--- config.mk ---
export PLATFORM = sky130hd
export DESIGN_NAME = lhbp_queue
export DESIGN_NICKNAME = d
export VERILOG_FILES = /design/src/design/assert_macros.svh /design/src/design/lhbp_pkg.sv /design/src/design/lhbp_queue.sv
export SDC_FILE = /design/constraint.sdc
export NUM_CORES = 1
export LEC_CHECK = 0
export BUFFER_PORTS_ARGS = -buffer_cell sky130_fd_sc_hd__buf_4
export CAP_MARGIN = 10
export CORE_MARGIN = 8
export CORE_UTILIZATION = 32
export CTS_BUF_LIST = sky130_fd_sc_hd__clkbuf_16
export CTS_CLUSTER_DIAMETER = 60
export DETAILED_ROUTE_END_ITERATION = 7
export GPL_TIMING_DRIVEN = 0
export PLACE_DENSITY = 0.62
export SLEW_MARGIN = 0
export SYNTH_ARGS = -nofsm -noshare
export SYNTH_HDL_FRONTEND = slang
export SYNTH_SLANG_ARGS = --single-unit
--- constraint.sdc ---
create_clock -name clk -period 1.2 [get_ports clk]
set_input_delay 0.24 -clock clk [delete_from_list [all_inputs] [get_ports clk]]
set_output_delay 0.24 -clock clk [all_outputs]
set_load 0.01 [all_outputs]
--- src/design/assert_macros.svh ---
// ----------------------------------------------------------------------------
// assert_macros.svh
// assertion helpers, removed when the design is synthesised
// ----------------------------------------------------------------------------
`ifndef ASSERT_MACROS_SVH
`define ASSERT_MACROS_SVH

`ifndef SYNTHESIS

// implication checked on every rising edge outside reset
`define ASSERT_IMPL(lbl, clk, rst, prop) \
  lbl: assert property (@(posedge clk) disable iff (rst) (prop)) \
    else $error("assertion failed");

// condition that must never hold outside reset
`define ASSERT_NEVER(lbl, clk, rst, cond) \
  lbl: assert property (@(posedge clk) disable iff (rst) !(cond)) \
    else $error("forbidden condition seen");

`else

`define ASSERT_IMPL(lbl, clk, rst, prop)
`define ASSERT_NEVER(lbl, clk, rst, cond)

`endif

`endif

--- src/design/lhbp_pkg.sv ---
// ----------------------------------------------------------------------------
// lhbp_pkg
// shared constants and types of the local history branch predictor
// ----------------------------------------------------------------------------
package lhbp_pkg;

  // default table geometry
  localparam int LHT_INDEX_BITS_DEF = 10;
  localparam int HIST_LEN_DEF       = 10;
  localparam int PHT_INDEX_BITS_DEF = 10;

  // stream widths
  localparam int ADDR_W     = 32;
  localparam int S_TDATA_W  = 40;
  localparam int S_TUSER_W  = 1;
  localparam int M_TDATA_W  = 8;

  // queue between front and back
  localparam int QUEUE_DEPTH = 2;
  localparam int QUEUE_PTR_W = 1;

  // mode codes
  localparam logic MODE_PREDICT = 1'b0;
  localparam logic MODE_TRAIN   = 1'b1;

  // two-bit saturating counter codes
  localparam logic [1:0] CTR_MIN       = 2'd0;
  localparam logic [1:0] CTR_RESET     = 2'd1;
  localparam logic [1:0] CTR_TAKEN_MIN = 2'd2;
  localparam logic [1:0] CTR_MAX       = 2'd3;

  // back-end sequencer states
  typedef enum logic [1:0] {
    ST_CLEAR,
    ST_IDLE,
    ST_HIST,
    ST_CTR
  } back_state_t;

  // status from back to front
  typedef struct packed {
    logic clearing;
  } back_status_t;

endpackage

--- src/design/lhbp_queue.sv ---
// ----------------------------------------------------------------------------
// lhbp_queue
// short first-in first-out queue between front and back
// ----------------------------------------------------------------------------
module lhbp_queue #(
  parameter int WIDTH = 12
) (
  input  logic             clk,
  input  logic             rst,
  input  logic             push,
  input  logic [WIDTH-1:0] wr_data,
  output logic             full,
  input  logic             pop,
  output logic [WIDTH-1:0] rd_data,
  output logic             empty
);
  import lhbp_pkg::*;

  logic [WIDTH-1:0]       entries [QUEUE_DEPTH];
  logic [QUEUE_PTR_W-1:0] wr_ptr;
  logic [QUEUE_PTR_W-1:0] rd_ptr;
  logic [QUEUE_PTR_W:0]   count;

  // pointers and fill level
  always_ff @(posedge clk) begin
    if (rst) begin
      wr_ptr <= '0;
      rd_ptr <= '0;
      count  <= '0;
    end else begin
      if (push) wr_ptr <= wr_ptr + 1'b1;
      if (pop)  rd_ptr <= rd_ptr + 1'b1;
      if (push && !pop) count <= count + 1'b1;
      else if (pop && !push) count <= count - 1'b1;
    end
  end

  // storage
  always_ff @(posedge clk) begin
    if (push) entries[wr_ptr] <= wr_data;
  end

  assign rd_data = entries[rd_ptr];
  assign full    = (count == (QUEUE_PTR_W+1)'(QUEUE_DEPTH));
  assign empty   = (count == '0);

endmodule

# --- Word level (Yosys, flattened, before mapping) ---
# Memories as Yosys holds them, arrays and structs flattened. A register that Yosys moved wholly into a read port is not among the register bits.
# Cells that the tools add are included.
op_classes:
  n_addsub: 4
  reduce_logical: 6
  eq_ne: 1
  muxes: 6
ops:
  columns: ["cell", "n"]
  rows:
  - ["$mux W1", 4]
  - ["$mux W2", 2]
  - ["$add A1 B1 Y1 const B", 2]
  - ["$add A2 B1 Y2 const B", 1]
  - ["$eq A2 B2 Y1 const B", 1]
  - ["$logic_and A1 B1 Y1", 2]
  - ["$logic_not A1 Y1", 2]
  - ["$logic_not A2 Y1", 1]
  - ["$reduce_bool A2 Y1", 1]
  - ["$sub A2 B1 Y2 const B", 1]
word_totals:
  mem_count: 1
  wordCells: 21
  regBits: 4
  mem_bits_rw: 24
  input_bits: 16
memory_table:
  columns: ["memory", "depth", "width", "read_ports", "rd_clocked_by_memory_dff", "wr", "line", "source"]
  rows:
  - ["entries", 2, 12, 1, 1, 1, "lhbp_queue.sv:19", "logic [WIDTH-1:0] entries [QUEUE_DEPTH];"]

# --- Longest topological paths before layout ---
depth:
  depth_word: 4
  mapped_depth: 5
  depth_no_buf: 5

# --- Least setup slack after synthesis ---
# OpenSTA, ideal clock, no wires.
synth_timing:
  kind: "register -> register"
  startpoint: "register wr_ptr"
  endpoint: "memory entries[0][0], enable pin"
  n_path_buf: 0
  setup_slack_ps: -71
  period_less_slack_ps: 1271
  stages_incl_launch_ff: 2
  arrival_ps: 889
  cell_sequence: "dfxtp_1 nor2b_1"
synth_rtl:
  columns: ["element", "line", "source"]
  rows:
  - ["start, declared", "lhbp_queue.sv:20", "logic [QUEUE_PTR_W-1:0] wr_ptr;"]
  - ["start signal, assigned", "lhbp_queue.sv:31", "if (push) wr_ptr <= wr_ptr + 1'b1;"]
  - ["end, declared", "lhbp_queue.sv:19", null]
# Straight into the memory's write port.

==> flow_summary.ini <==
[floorplan]
die_w_um = 73.8
core_area_um2 = 3280
num_rows = 21
dieHeight_um = 73.8
ios = 30
start_util_pct = 32.5
dieArea_um2 = 5440

[layout]
final_common_cell = edfxtp_1
drive_gt1_share_pct = 57.6
n_antenna_cell = 0
area_growth_pct = 53.5
layout_common_cells = 24 x edfxtp_1, 17 x buf_4, 14 x buf_6
fillers = 283
finish.instance_area_um2 = 1640
multi_input_area_um2 = 300
regArea_um2 = 827
layout.nets = 115

[route]
routed_via_density = 4.26
drc = 0
vias = 618
routed_wl_um = 2060
wire_per_inst_um = 14.2
postRouteAntennaNets = 0
drt_pass1_iterations = 4
drtIter0Drc = 43

[grt]
grt_pass1_wl_um = 3350
grt_pass1_vias = 700
grt_remaining_overflow = 0
grt_usage_pct = 8.87
grt_max_degree = 13
antenna_found_initial = 0

[critical_path]
cp_num_cells = 3
arrival_ns = 1.20
r2r_start = count[0]
required_ns = 0.96
critPathMaxStageDelay_ns = 0.37
path_cells = buf_8 > mux2_4 > buf_6
slowest_stage = dfxtp_4
worst-path-buf-inv = 2
crit_family = flip-flops
criticalPathCategory = register to output pin
cp_max_fo = 5
start_kind = register
r2r_cells = 4
worstSetupEndpointType = output pin

[clock_tree]
clockRootBuffer = clkbuf_16
path_clk_slew_ns = 0.05
cts_tree = built
clock_path_buffers = 2
htreeDepth = 2
numCtsBuffers = 5
clock_sinks = 29
clock_latency_ns = 0.27

[synthesis]
synth.yosys.warnings = 0
synth_top_cell_area_share_pct = 67.4
syn_area_um2 = 1070
ys_seq_area_share_pct = 76.8
synth_area_leaders = edfxtp_1 67%, mux2_2 13%, dfxtp_1 9.4%
syn-num-nets = 76
avgSynthCellArea_um2 = 18.1
syn_inst = 59
synth_cell_types = 15
synth_top_area_cell = edfxtp_1
ys_ff_latch = 29

[hold_path]
min-delay-start = wr_data[7]
whs_path_depth = 1
holdCritPathClass = input pin to register

[sta]
period_minus_slack_ns = 1.44
report.final.setup_viol = 12
drv_slew = 0
rsz0062_at_grt = true
fin_ws_ns = -0.236
min_period_over_period_pct = 120
fmax_ghz = 0.696
slew_headroom_pct = 75.2
hold_viol_final = 0
worstMarginPinSlew_ns = 0.372
clock_skew_ns = 0.00570

[outcome]
status = complete, but fails checks
violations = negative setup slack

[power]
power_density_nw_per_um2 = 1670
ir_drop_mv = 0.729
p_leak_nw = 0.674

[placed_design]
hpwlAfterDp_um = 1310
place_area_um2 = 1350
dp_slack_ns = -0.195
io_buffers = 29
gp_congestion = 0.623

[run]
max-cap-violations = 0
## layer usage
| metal | track usage (%) | up-vias | part of all wire [%] |
|---|---|---|---|
| met3 | 5.59 | 5 | 10 |
| li1 | - | 294 | - |
| met2 | 13.8 | 25 | 49 |
| met4 | 4.66 | 0 | 2.4 |
| met5 | 0 | - | 0 |
| met1 | 8.97 | 294 | 39 |
## logic make-up after synthesis
kind of cell / Yosys count / share of synthesized area, %
buffers and inverters: 2 / 0.819
XOR/XNOR: 4 / 3.28
AO/OA/AOI/OAI: 2 / 0.936
flip-flops: 29 / 76.8
adder cells (fa/ha/maj): 1 / 1.17
AND/OR/NAND/NOR: 9 / 4.33
multiplexers: 12 / 12.6
## worst reg2reg max path, delay by kind of cell (launching register included)
family | cells | cell delay, ns
DFF | 1 | 0.31
xor gates and xnor gates | 1 | 0.17
buffers and inverters | 1 | 0.15
and+or+nand+nor | 1 | 0.31
AOI/OAI and AO/OA | 1 | 0.14
## cell usage after synthesis
cell	count
nor2_1	5
xnor2_1	2
ha_1	1
and2b_2	1
inv_1	1
buf_2	1
dfxtp_1	5
and2_1	1
xor2_1	2
or3_1	1
edfxtp_1	24
nor2b_1	1
a21oi_1	1
mux2_2	12
o21ai_0	1
## sequential cells by signal, indices dropped and copies added, names as in the netlist, named ones only
register	count
count	2
entries	24
rd_ptr	1
wr_ptr	1
## stage by stage
step	util [%]	TNS [ns]	instances	total power [mW]	hold slack [ns]
2_1_floorplan	-	0	59	1.37	0.309
3_3_place_gp	41.0	-3.47	134	1.52	0.427
3_5_place_dp	41.0	-4.12	134	1.54	0.428
4_1_cts	49.4	-2.88	145	2.76	0.148
5_1_grt	49.9	-3.13	145	2.86	0.147
6_report	49.9	-2.69	145	2.74	0.153
## timing repair
item                       in CTS  in global routing
resized for setup              35                  5
cloned                          1                  0
pin swaps                       0                  1
setup buffers                   2                  0
hold buffers                    0                  0
setup endpoints to repair      37                 15
## power breakdown
group	internal (mW)	total (mW)	switching (mW)
combinational	0.265	0.432	0.167
clock	0.738	1.10	0.362
sequential	1.17	1.21	0.0330
total	2.18	2.74	0.562
## path summary, 6_finish.rpt
path,slack (ns),to
max reg2reg,0.05,count[1]
min reg2reg,0.50,register
max,-0.24,rd_data[1]
min,0.15,entries[0][7]
## final cells by class
type | instances | share of cell area (%)
multi-input cells | 28 | 18.3
clock inverters | 3 | 0.687
plain buffers | 1 | 0.915
flip-flops and latches | 29 | 50.4
clock buffers | 5 | 7.63
inverters | 1 | 0.229
well taps | 46 | 3.51
repair buffers | 32 | 18.3
(Power assumes the default switching activity.)
